`config.mk`:
```
export PLATFORM = sky130hd
export DESIGN_NAME = x86_16_instruction_field_decoder
export DESIGN_NICKNAME = d
export VERILOG_FILES = /design/src/design/xfd_pkg.sv /design/src/design/xfd_front.sv /design/src/design/xfd_queue.sv /design/src/design/xfd_back.sv /design/src/design/x86_16_instruction_field_decoder.sv
export SDC_FILE = /design/constraint.sdc
export NUM_CORES = 1
export LEC_CHECK = 0
export BUFFER_PORTS_ARGS = -buffer_cell sky130_fd_sc_hd__buf_2
export CORE_UTILIZATION = 52
export DETAILED_ROUTE_END_ITERATION = 8
export PLACE_DENSITY = 0.69
export SLEW_MARGIN = 20
export SYNTH_ARGS = -nofsm -noshare
export SYNTH_HDL_FRONTEND = slang
export SYNTH_HIERARCHICAL = 1
export SYNTH_SLANG_ARGS = --single-unit
```
`constraint.sdc`:
```
create_clock -name clk -period 6 [get_ports clk]
set_input_delay 0.3 -clock clk [delete_from_list [all_inputs] [get_ports clk]]
set_output_delay 0.3 -clock clk [all_outputs]
set_load 0.01 [all_outputs]
```
`src/design/xfd_pkg.sv`:
```
// ----------------------------------------------------------------------------
// xfd_pkg: shared types and opcode helpers of the 8086 field decoder
// Holds the opcode classes, result codes, the gathered-instruction word and
// the length rules that both the byte gatherer and the field decoder use.
// ----------------------------------------------------------------------------
package xfd_pkg;

	// Longest instruction of the covered subset, in bytes.
	localparam int MAX_LEN = 6;

	// Default depth of the queue between gatherer and decoder.
	localparam int QUEUE_DEPTH_DEF = 2;

	// Width of the result word on the output stream, padded to whole bytes.
	localparam int RESULT_BITS = 52;
	localparam int OUT_BYTES_BITS = ((RESULT_BITS + 7) / 8) * 8;

	// Opcode patterns, compared under the masks given in op_kind.
	localparam logic [7:0] OP_MOV_RM  = 8'b1000_1000;
	localparam logic [7:0] OP_ADD_RM  = 8'b0000_0000;
	localparam logic [7:0] OP_SUB_RM  = 8'b0010_1000;
	localparam logic [7:0] OP_CMP_RM  = 8'b0011_1000;
	localparam logic [7:0] OP_MOV_IRM = 8'b1100_0110;
	localparam logic [7:0] OP_GRP_IRM = 8'b1000_0000;
	localparam logic [7:0] OP_MOV_IRG = 8'b1011_0000;
	localparam logic [7:0] OP_MEM_ACC = 8'b1010_0000;
	localparam logic [7:0] OP_ACC_MEM = 8'b1010_0010;
	localparam logic [7:0] OP_ADD_ACC = 8'b0000_0100;
	localparam logic [7:0] OP_SUB_ACC = 8'b0010_1100;
	localparam logic [7:0] OP_CMP_ACC = 8'b0011_1100;
	localparam logic [7:0] OP_JNE     = 8'b0111_0101;

	// Group selector values of the ModRM reg field.
	localparam logic [2:0] GRP_ADD = 3'b000;
	localparam logic [2:0] GRP_SUB = 3'b101;
	localparam logic [2:0] GRP_CMP = 3'b111;

	typedef enum logic [2:0] {
		K_UNKNOWN,
		K_RMREG,
		K_IMMRM,
		K_IMMREG,
		K_MEMACC,
		K_ACCMEM,
		K_ACCIMM,
		K_JNE
	} kind_t;

	typedef enum logic [2:0] {
		MN_UNKNOWN,
		MN_MOV,
		MN_ADD,
		MN_SUB,
		MN_CMP,
		MN_JNE
	} mnemonic_t;

	typedef enum logic [2:0] {
		FM_RM_REG,
		FM_IMM_RM,
		FM_IMM_REG,
		FM_MEM_TO_ACC,
		FM_ACC_TO_MEM,
		FM_ACC_IMM,
		FM_JUMP
	} form_t;

	typedef logic [7:0] byte_t;

	// One gathered instruction: its bytes and its length.
	typedef struct packed {
		byte_t [MAX_LEN-1:0] bytes;
		logic [2:0]          len;
	} instr_t;

	// Decoded fields, declared from the highest bit down.
	typedef struct packed {
		logic [2:0]  length;
		logic [15:0] immediate;
		logic [15:0] displacement;
		logic [2:0]  rm_field;
		logic [2:0]  reg_field;
		logic [1:0]  mode;
		logic        sign_extend;
		logic        to_reg;
		logic        wide;
		form_t       form;
		mnemonic_t   mnemonic;
	} result_t;

	// Fill state of the instruction queue.
	typedef struct packed {
		logic full;
		logic empty;
	} queue_status_t;

	// Class of an opcode byte.
	function automatic kind_t op_kind(input byte_t op);
		byte_t hi6;
		byte_t hi7;
		hi6 = op & 8'hFC;
		hi7 = op & 8'hFE;
		priority if (hi6 == OP_MOV_RM || hi6 == OP_ADD_RM || hi6 == OP_SUB_RM ||
			hi6 == OP_CMP_RM) begin
			return K_RMREG;
		end else if (hi7 == OP_MOV_IRM || hi6 == OP_GRP_IRM) begin
			return K_IMMRM;
		end else if ((op & 8'hF0) == OP_MOV_IRG) begin
			return K_IMMREG;
		end else if (hi7 == OP_MEM_ACC) begin
			return K_MEMACC;
		end else if (hi7 == OP_ACC_MEM) begin
			return K_ACCMEM;
		end else if (hi7 == OP_ADD_ACC || hi7 == OP_SUB_ACC || hi7 == OP_CMP_ACC) begin
			return K_ACCIMM;
		end else if (op == OP_JNE) begin
			return K_JNE;
		end else begin
			return K_UNKNOWN;
		end
	endfunction

	// Number of displacement bytes that a ModRM byte calls for.
	function automatic logic [1:0] disp_size(input byte_t modrm);
		unique case (modrm[7:6])
			2'd0:    return (modrm[2:0] == 3'd6) ? 2'd2 : 2'd0;
			2'd1:    return 2'd1;
			2'd2:    return 2'd2;
			default: return 2'd0;
		endcase
	endfunction

	// Number of immediate bytes of an immediate-to-memory opcode.
	function automatic logic [1:0] imm_size(input byte_t op);
		if ((op & 8'hFC) == OP_GRP_IRM) begin
			return (op[1:0] == 2'b01) ? 2'd2 : 2'd1;
		end
		return op[0] ? 2'd2 : 2'd1;
	endfunction

	// Total length, or zero while the ModRM byte is still missing.
	function automatic logic [2:0] instr_length(input byte_t op, input byte_t modrm,
		input logic have_modrm);
		unique case (op_kind(op))
			K_RMREG:  return have_modrm ? 3'(2 + disp_size(modrm)) : 3'd0;
			K_IMMRM:  return have_modrm ? 3'(2 + disp_size(modrm) + imm_size(op)) : 3'd0;
			K_IMMREG: return 3'(2 + op[3]);
			K_MEMACC: return 3'd3;
			K_ACCMEM: return 3'd3;
			K_ACCIMM: return 3'(2 + op[0]);
			K_JNE:    return 3'd2;
			default:  return 3'd1;
		endcase
	endfunction

endpackage

```
`src/design/xfd_front.sv`:
```
// ----------------------------------------------------------------------------
// xfd_front: byte gatherer
// Collects code bytes into the current instruction, works out its length
// from the opcode and ModRM bytes, and pushes each complete instruction.
// ----------------------------------------------------------------------------
module xfd_front
	import xfd_pkg::*;
(
	input  logic          clk,
	input  logic          arst_n,
	input  logic          byte_valid,
	output logic          byte_ready,
	input  byte_t         code_byte,
	input  queue_status_t q_status,
	output logic          push,
	output instr_t        push_instr
);

	localparam int IDX_BITS = $clog2(MAX_LEN);

	byte_t [MAX_LEN-1:0] held_q;
	logic [IDX_BITS-1:0] taken_q;

	logic       take;
	byte_t      op;
	byte_t      modrm;
	logic [2:0] len;
	logic       complete;

	// A byte is taken whenever the queue can hold a finished instruction.
	assign byte_ready = !q_status.full;
	assign take = byte_valid && byte_ready;

	// Length from the opcode and ModRM, with the arriving byte merged in.
	always_comb begin
		op = (taken_q == '0) ? code_byte : held_q[0];
		modrm = (taken_q == IDX_BITS'(1)) ? code_byte : held_q[1];
		len = instr_length(op, modrm, taken_q != '0);
		complete = (len != 3'd0) && ((3'(taken_q) + 3'd1) == len);
	end

	// The pushed instruction carries the arriving byte at its place.
	always_comb begin
		for (int i = 0; i < MAX_LEN; i++) begin
			push_instr.bytes[i] = (taken_q == IDX_BITS'(i)) ? code_byte : held_q[i];
		end
		push_instr.len = len;
		push = take && complete;
	end

	// Byte store; entries past the current count are never read.
	always_ff @(posedge clk) begin
		if (take) begin
			held_q[taken_q] <= code_byte;
		end
	end

	// Count of bytes gathered for the current instruction.
	always_ff @(posedge clk or negedge arst_n) begin
		if (!arst_n) begin
			taken_q <= '0;
		end else if (take) begin
			if (complete) begin
				taken_q <= '0;
			end else begin
				taken_q <= taken_q + IDX_BITS'(1);
			end
		end
	end

	// The count never reaches the longest instruction length.
	assert property (@(posedge clk) disable iff (!arst_n) 3'(taken_q) < 3'(MAX_LEN))
		else $error("byte count ran past the longest instruction");

endmodule

```
`src/design/xfd_queue.sv`:
```
// ----------------------------------------------------------------------------
// xfd_queue: instruction queue
// A short first-in first-out queue of gathered instructions that lets the
// gatherer and the decoder stall independently.
// ----------------------------------------------------------------------------
module xfd_queue
	import xfd_pkg::*;
#(
	parameter int DEPTH = QUEUE_DEPTH_DEF
) (
	input  logic          clk,
	input  logic          arst_n,
	input  logic          push,
	input  instr_t        push_instr,
	input  logic          pop,
	output instr_t        head,
	output queue_status_t status
);

	localparam int PTR_BITS = (DEPTH > 1) ? $clog2(DEPTH) : 1;
	localparam int CNT_BITS = $clog2(DEPTH + 1);

	instr_t              slots_q [DEPTH];
	logic [PTR_BITS-1:0] wr_ptr_q;
	logic [PTR_BITS-1:0] rd_ptr_q;
	logic [CNT_BITS-1:0] count_q;

	assign status.full = (count_q == CNT_BITS'(DEPTH));
	assign status.empty = (count_q == '0);
	assign head = slots_q[rd_ptr_q];

	// Slot storage.
	always_ff @(posedge clk) begin
		if (push) begin
			slots_q[wr_ptr_q] <= push_instr;
		end
	end

	// Pointers and fill count.
	always_ff @(posedge clk or negedge arst_n) begin
		if (!arst_n) begin
			wr_ptr_q <= '0;
			rd_ptr_q <= '0;
			count_q <= '0;
		end else begin
			if (push) begin
				wr_ptr_q <= (wr_ptr_q == PTR_BITS'(DEPTH - 1)) ? '0 : wr_ptr_q + PTR_BITS'(1);
			end
			if (pop) begin
				rd_ptr_q <= (rd_ptr_q == PTR_BITS'(DEPTH - 1)) ? '0 : rd_ptr_q + PTR_BITS'(1);
			end
			if (push && !pop) begin
				count_q <= count_q + CNT_BITS'(1);
			end else if (pop && !push) begin
				count_q <= count_q - CNT_BITS'(1);
			end
		end
	end

	// The gatherer never pushes into a full queue.
	assert property (@(posedge clk) disable iff (!arst_n) push |-> !status.full)
		else $error("push into a full instruction queue");

	// The decoder never pops an empty queue.
	assert property (@(posedge clk) disable iff (!arst_n) pop |-> !status.empty)
		else $error("pop from an empty instruction queue");

	// A queued instruction always has a length of one to six bytes.
	assert property (@(posedge clk) disable iff (!arst_n)
		pop |-> (head.len != 3'd0 && head.len <= 3'(MAX_LEN)))
		else $error("queued instruction has no valid length");

endmodule

```
`src/design/xfd_back.sv`:
```
// ----------------------------------------------------------------------------
// xfd_back: field decoder
// Takes gathered instructions from the queue, splits them into their
// fields and holds each result in an output register until it is taken.
// ----------------------------------------------------------------------------
module xfd_back
	import xfd_pkg::*;
(
	input  logic          clk,
	input  logic          arst_n,
	input  queue_status_t q_status,
	input  instr_t        head,
	output logic          pop,
	output logic          res_valid,
	input  logic          res_ready,
	output result_t       res
);

	logic    out_valid_q;
	result_t out_q;
	result_t dec;

	// Sign extension of one byte to a 16-bit word.
	function automatic logic [15:0] sx8(input byte_t b);
		return {{8{b[7]}}, b};
	endfunction

	// Field decode of the queue head.
	always_comb begin
		byte_t      op;
		byte_t      m;
		kind_t      kind;
		logic [1:0] ds;
		logic [2:0] ip;
		logic [2:0] hi;
		op = head.bytes[0];
		m = head.bytes[1];
		kind = op_kind(op);
		ds = disp_size(m);
		ip = 3'(2 + ds);
		hi = op[5:3];
		dec = '0;
		dec.mnemonic = MN_UNKNOWN;
		dec.form = FM_RM_REG;
		dec.length = head.len;
		unique case (kind)
			K_RMREG, K_IMMRM: begin
				dec.mode = m[7:6];
				dec.reg_field = m[5:3];
				dec.rm_field = m[2:0];
				dec.wide = op[0];
				if (ds == 2'd1) begin
					dec.displacement = sx8(head.bytes[2]);
				end else if (ds == 2'd2) begin
					dec.displacement = {head.bytes[3], head.bytes[2]};
				end
				if (kind == K_RMREG) begin
					dec.form = FM_RM_REG;
					dec.to_reg = op[1];
					priority if ((op & 8'hFC) == OP_MOV_RM) begin
						dec.mnemonic = MN_MOV;
					end else if (hi == OP_ADD_RM[5:3]) begin
						dec.mnemonic = MN_ADD;
					end else if (hi == OP_SUB_RM[5:3]) begin
						dec.mnemonic = MN_SUB;
					end else begin
						dec.mnemonic = MN_CMP;
					end
				end else begin
					dec.form = FM_IMM_RM;
					if ((op & 8'hFC) == OP_GRP_IRM) begin
						dec.sign_extend = op[1];
						priority if (m[5:3] == GRP_ADD) begin
							dec.mnemonic = MN_ADD;
						end else if (m[5:3] == GRP_SUB) begin
							dec.mnemonic = MN_SUB;
						end else if (m[5:3] == GRP_CMP) begin
							dec.mnemonic = MN_CMP;
						end else begin
							dec.mnemonic = MN_UNKNOWN;
						end
					end else begin
						dec.mnemonic = MN_MOV;
					end
					// Immediate after the displacement; byte data is sign
					// extended only for the group with both s and w set.
					if (imm_size(op) == 2'd2) begin
						dec.immediate = {head.bytes[ip + 3'd1], head.bytes[ip]};
					end else if ((op & 8'hFC) == OP_GRP_IRM && op[1] && op[0]) begin
						dec.immediate = sx8(head.bytes[ip]);
					end else begin
						dec.immediate = {8'h00, head.bytes[ip]};
					end
				end
			end
			K_IMMREG: begin
				dec.mnemonic = MN_MOV;
				dec.form = FM_IMM_REG;
				dec.wide = op[3];
				dec.to_reg = 1'b1;
				dec.reg_field = op[2:0];
				dec.immediate = op[3] ? {head.bytes[2], head.bytes[1]} :
					{8'h00, head.bytes[1]};
			end
			K_MEMACC, K_ACCMEM: begin
				dec.mnemonic = MN_MOV;
				dec.wide = op[0];
				dec.displacement = {head.bytes[2], head.bytes[1]};
				dec.form = (kind == K_MEMACC) ? FM_MEM_TO_ACC : FM_ACC_TO_MEM;
				dec.to_reg = (kind == K_MEMACC);
			end
			K_ACCIMM: begin
				dec.form = FM_ACC_IMM;
				dec.wide = op[0];
				dec.to_reg = 1'b1;
				priority if (hi == OP_ADD_ACC[5:3]) begin
					dec.mnemonic = MN_ADD;
				end else if (hi == OP_SUB_ACC[5:3]) begin
					dec.mnemonic = MN_SUB;
				end else begin
					dec.mnemonic = MN_CMP;
				end
				dec.immediate = op[0] ? {head.bytes[2], head.bytes[1]} :
					{8'h00, head.bytes[1]};
			end
			K_JNE: begin
				dec.mnemonic = MN_JNE;
				dec.form = FM_JUMP;
				dec.displacement = sx8(head.bytes[1]);
			end
			default: begin
				dec.length = head.len;
			end
		endcase
	end

	// Take the next instruction whenever the output register frees up.
	assign pop = !q_status.empty && (!out_valid_q || res_ready);

	// Output register.
	always_ff @(posedge clk or negedge arst_n) begin
		if (!arst_n) begin
			out_valid_q <= 1'b0;
		end else if (pop) begin
			out_valid_q <= 1'b1;
		end else if (res_ready) begin
			out_valid_q <= 1'b0;
		end
	end

	always_ff @(posedge clk) begin
		if (pop) begin
			out_q <= dec;
		end
	end

	assign res_valid = out_valid_q;
	assign res = out_q;

endmodule

```
`src/design/x86_16_instruction_field_decoder.sv`:
```
// ----------------------------------------------------------------------------
// x86_16_instruction_field_decoder: byte-serial 8086 instruction decoder
// Gathers an 8086 code stream into instructions and gives the decoded
// fields and the length of each complete instruction.
// ----------------------------------------------------------------------------
// The block takes one code byte per cycle on the slave side while s_tready
// is high and gives one result word per complete instruction on the master
// side, so it sustains one byte per cycle while the queue has room. A result
// word is registered first in the instruction queue and then in the output
// register before it is offered on the master side. The queue
// of QUEUE_DEPTH instructions sets how long the input
// keeps flowing while the output is stalled; once it is full, s_tready
// drops until the decoder frees a slot. Unknown opcodes give a one-byte
// result with every field but the length set to zero.
module x86_16_instruction_field_decoder
	import xfd_pkg::*;
#(
	parameter int QUEUE_DEPTH = QUEUE_DEPTH_DEF
) (
	input  logic                      clk,
	input  logic                      arst_n,
	input  logic                      s_tvalid,
	output logic                      s_tready,
	// code_byte [7:0]
	input  logic [7:0]                s_tdata,
	output logic                      m_tvalid,
	input  logic                      m_tready,
	// mnemonic [2:0], form [5:3], wide [6], to_reg [7], sign_extend [8],
	// mode [10:9], reg_field [13:11], rm_field [16:14], displacement [32:17],
	// immediate [48:33], length [51:49], zero padding above
	output logic [OUT_BYTES_BITS-1:0] m_tdata
);

	queue_status_t q_status;
	logic          push;
	instr_t        push_instr;
	logic          pop;
	instr_t        head;
	result_t       res;

	// Byte gatherer.
	xfd_front u_front (
		.clk        (clk),
		.arst_n     (arst_n),
		.byte_valid (s_tvalid),
		.byte_ready (s_tready),
		.code_byte  (s_tdata),
		.q_status   (q_status),
		.push       (push),
		.push_instr (push_instr)
	);

	// Instruction queue.
	xfd_queue #(
		.DEPTH (QUEUE_DEPTH)
	) u_queue (
		.clk        (clk),
		.arst_n     (arst_n),
		.push       (push),
		.push_instr (push_instr),
		.pop        (pop),
		.head       (head),
		.status     (q_status)
	);

	// Field decoder and output register.
	xfd_back u_back (
		.clk       (clk),
		.arst_n    (arst_n),
		.q_status  (q_status),
		.head      (head),
		.pop       (pop),
		.res_valid (m_tvalid),
		.res_ready (m_tready),
		.res       (res)
	);

	assign m_tdata = {{(OUT_BYTES_BITS - RESULT_BITS){1'b0}}, res};

endmodule
```
==> impl_metrics.py <==
metrics = {
    "timing": {
        "fmax_ghz": 0.196,
        "setup_slack_ns": 0.895,
        "slew_violations": 0,
        "worstMarginPinSlew_ns": 0.815,
        "relSlewSlack": 0.457,
        "setup_viol": 0,
        "rsz0062_at_grt": "no",
        "skew_ns": 0.0192,
        "finalHoldViolCount": 0,
        "post-route-min-period_ns": 5.11,
        "fin_crit_sh": 0.851,
        "setup_tns_ns": 0,
    },
    "logic_synthesis": {
        "synth-async-reset-ratio": 0.0381,
        "yosys.area.top_type": "edfxtp_1",
        "netlist_area_sq_mm": 0.0102,
        "ys_seq_area_frac": 0.612,
        "synthCells": 710,
        "synthTopCellsByCount": "edfxtp_1, nand2_1, mux2_4, mux2_2, inv_1",
        "synth_area_leaders": "edfxtp_1, mux2_4, mux2_2",
        "synth_edf_count": 202,
        "synth_top_cell_area_share": 0.592,
        "syn_avg_cell_area_sq_um": 14.4,
        "synth-warning-count": 6,
        "yosysMostFrequentCell": "edfxtp_1",
        "ys_ff_latch": 210,
        "synth.distinct_cells": 74,
        "synth_ff_type": "edfxtp_1",
    },
    "drt": {
        "via_per_inst": 5.79,
        "drc": 0,
        "antenna_left": 0,
        "wirelength_um": 21600,
        "wl_per_cell_um": 20.6,
        "drt-pass1-iter-count": 5,
        "vias": 6068,
        "drtIter0Drc": 422,
    },
    "critical_path": {
        "required_ns": 6.17,
        "crit_type": "flip-flop to flip-flop",
        "arrival_ns": 5.28,
        "critPathMostFrequentCell": "ha_1",
        "worst-path-max-fanout": 51,
        "crit_buf_inv": 3,
        "cpLargestDelayFamily": "simple AND/OR/NAND/NOR gates",
        "crit_chain": "inv_1 > ha_1 > nand2b_1 > mux2_4 > o41ai_1 > ha_1 > inv_1 > ha_1 > nand3_1 > nor3_1 > nand2_1 > nand4_1 > xor2_1 > a21oi_2 > and3_1 > nor2b_4 > buf_12",
        "critPathLaunchType": "flip-flop",
        "cp-end-kind": "flip-flop",
        "cp.depth": 17,
        "crit_path_top_delay_cell": "nand2b_1",
        "worstRegToRegCells": 17,
        "max_stage_delay_ns": 0.60,
    },
    "placed_design": {
        "gp_congestion": 0.885,
        "port_buffers": 65,
        "dp_hpwl_um": 14900,
        "dp.cells": 1006,
        "dp_slack_ns": 0.939,
    },
    "floorplanning": {
        "core_sq_mm": 0.0190,
        "floorplan.rows": 50,
        "io_pins": 70,
        "start_util": 0.539,
        "chipWidth_um": 142,
        "die_area_sq_mm": 0.0203,
        "die_h_um": 142,
    },
    "global_route": {
        "grt_pass1_vias": 5808,
        "gr-total-overflow": 0,
        "track_usage": 0.217,
        "grt_pass1_wl_um": 33400,
        "antenna_found_initial": 0,
        "grt_max_degree": 55,
    },
    "cts": {
        "cts-root-buf": "clkbuf_16",
        "cts_tree": "done",
        "cts_setup_buffers": 0,
        "ctsHoldBuffers": 2,
        "clkTransAtPathRegs_ns": 0.06,
        "htree_levels": 1,
        "cts_buffer_depth": 3,
        "cts-buffers-inserted": 22,
        "clk_latency_ns": 0.51,
        "clock_sinks": 210,
        "cts_resized": 0,
    },
    "finish": {
        "n_fill_cell": 1477,
        "n_antenna_cell": 0,
        "drive_above_1_share": 0.302,
        "nets": 795,
        "final_cells": 1048,
        "area_growth_pct": 11.6,
    },
    "pwr": {
        "powerDensity_mw_per_mm2": 458,
        "p_leak_nw": 4.24,
        "peakVddDrop_uv": 354,
    },
    "run_status": {
        "outcome": "completed",
    },
    "hold_path": {
        "hp-class": "input port to asynchronous set/reset pin",
    },
    "run": {
        "maxCapViolCount": 0,
    },
}
==> state kept, by name, indices dropped and copies added, names as in the netlist <==
signal            cells
u_queue/wr_ptr_q      1
u_queue/rd_ptr_q      1
u_queue/count_q       2
u_back/res_valid      1
u_queue/slots_q     102
u_front/taken_q       3
u_front/held_q       48
u_back/res           52
==> per-layer routing <==
metal	vias to the layer above	wire length (um)	track usage
met1	2971	9980	0.309
met2	207	9940	0.345
met3	50	1060	0.0310
li1	2840	-	-
met4	0	610	0.0673
met5	-	0	0
==> final timing paths <==
path                       slack [ns]          startpoint                      to
setup / recovery                 0.89  u_front/taken_q[0]  u_queue/slots_q[0][49]
hold / removal                   0.16              arst_n        u_queue/wr_ptr_q
setup reg to reg                 0.89  u_front/taken_q[0]  u_queue/slots_q[0][49]
hold reg to reg                  0.51  u_queue/count_q[1]      u_queue/count_q[1]
max in group asynchronous        5.65              arst_n        u_queue/rd_ptr_q
min in group clk                 0.20          s_tdata[6]      u_front/held_q[38]
==> placed cells by master (no fill, tap or decap), types with 7 or more instances in the layout <==
cell / count
mux2_4: 52
o21ai_0: 17
a31oi_1: 14
nor2_1: 18
inv_1: 21
clkbuf_16: 23
o211ai_1: 10
xor2_1: 10
mux2_2: 44
nor3_1: 11
dfrtp_1: 7
buf_2: 65
buf_4: 8
a211oi_1: 15
ha_1: 11
edfxtp_1: 202
a21oi_1: 16
a22o_1: 19
nand2_1: 87
==> worst reg2reg max path: cells and delay by family, from the launching register on <==
family / cells / cell delay [ns]
adder cells (fa/ha/maj): 3 / 0.85
flip-flops: 1 / 0.54
buffers and inverters: 3 / 0.56
XOR/XNOR: 1 / 0.20
AO/OA/AOI/OAI: 2 / 0.76
AND/OR/NAND/NOR: 7 / 1.47
multiplexers: 1 / 0.39
==> stage by stage <==
step / hold WS [ns] / power, mW / area, sq um / util
after floorplan: 0.00441 / 3.55 / 10300 / -
after global placement: 0.152 / 3.93 / 10700 / 0.564
after detailed placement: 0.156 / 3.98 / 10700 / 0.564
after CTS: 0.165 / 5.25 / 11400 / 0.601
after global routing: 0.168 / 5.48 / 11400 / 0.602
final: 0.165 / 5.24 / 11400 / 0.602
==> logic make-up after synthesis <==
kind of cell,synth area share
simple gates,0.0896
other cells,0.000366
fa+ha+maj,0.0134
flops,0.612
xor+xnor,0.0103
buf+inv,0.0392
mux,0.145
compound gates,0.0907
==> final cells by class <==
cell class / count / area, sq um / share of cell area
Inverter: 24 / 90.1 / 0.00787
Clock buffer: 32 / 649 / 0.0568
Timing Repair Buffer: 77 / 445 / 0.0389
Clock inverter: 8 / 40.0 / 0.00350
Sequential cell: 210 / 6270 / 0.548
Tap cell: 260 / 325 / 0.0284
Multi-Input combinational cell: 437 / 3620 / 0.317
==> power breakdown <==
group	switching (mW)	leakage (nW)	total, mW	internal (mW)
clock	0.527	0.332	1.28	0.748
sequential	0.137	1.97	2.12	1.98
combinational	1.08	1.94	1.84	0.761
Power figures use the tool's default switching activity.
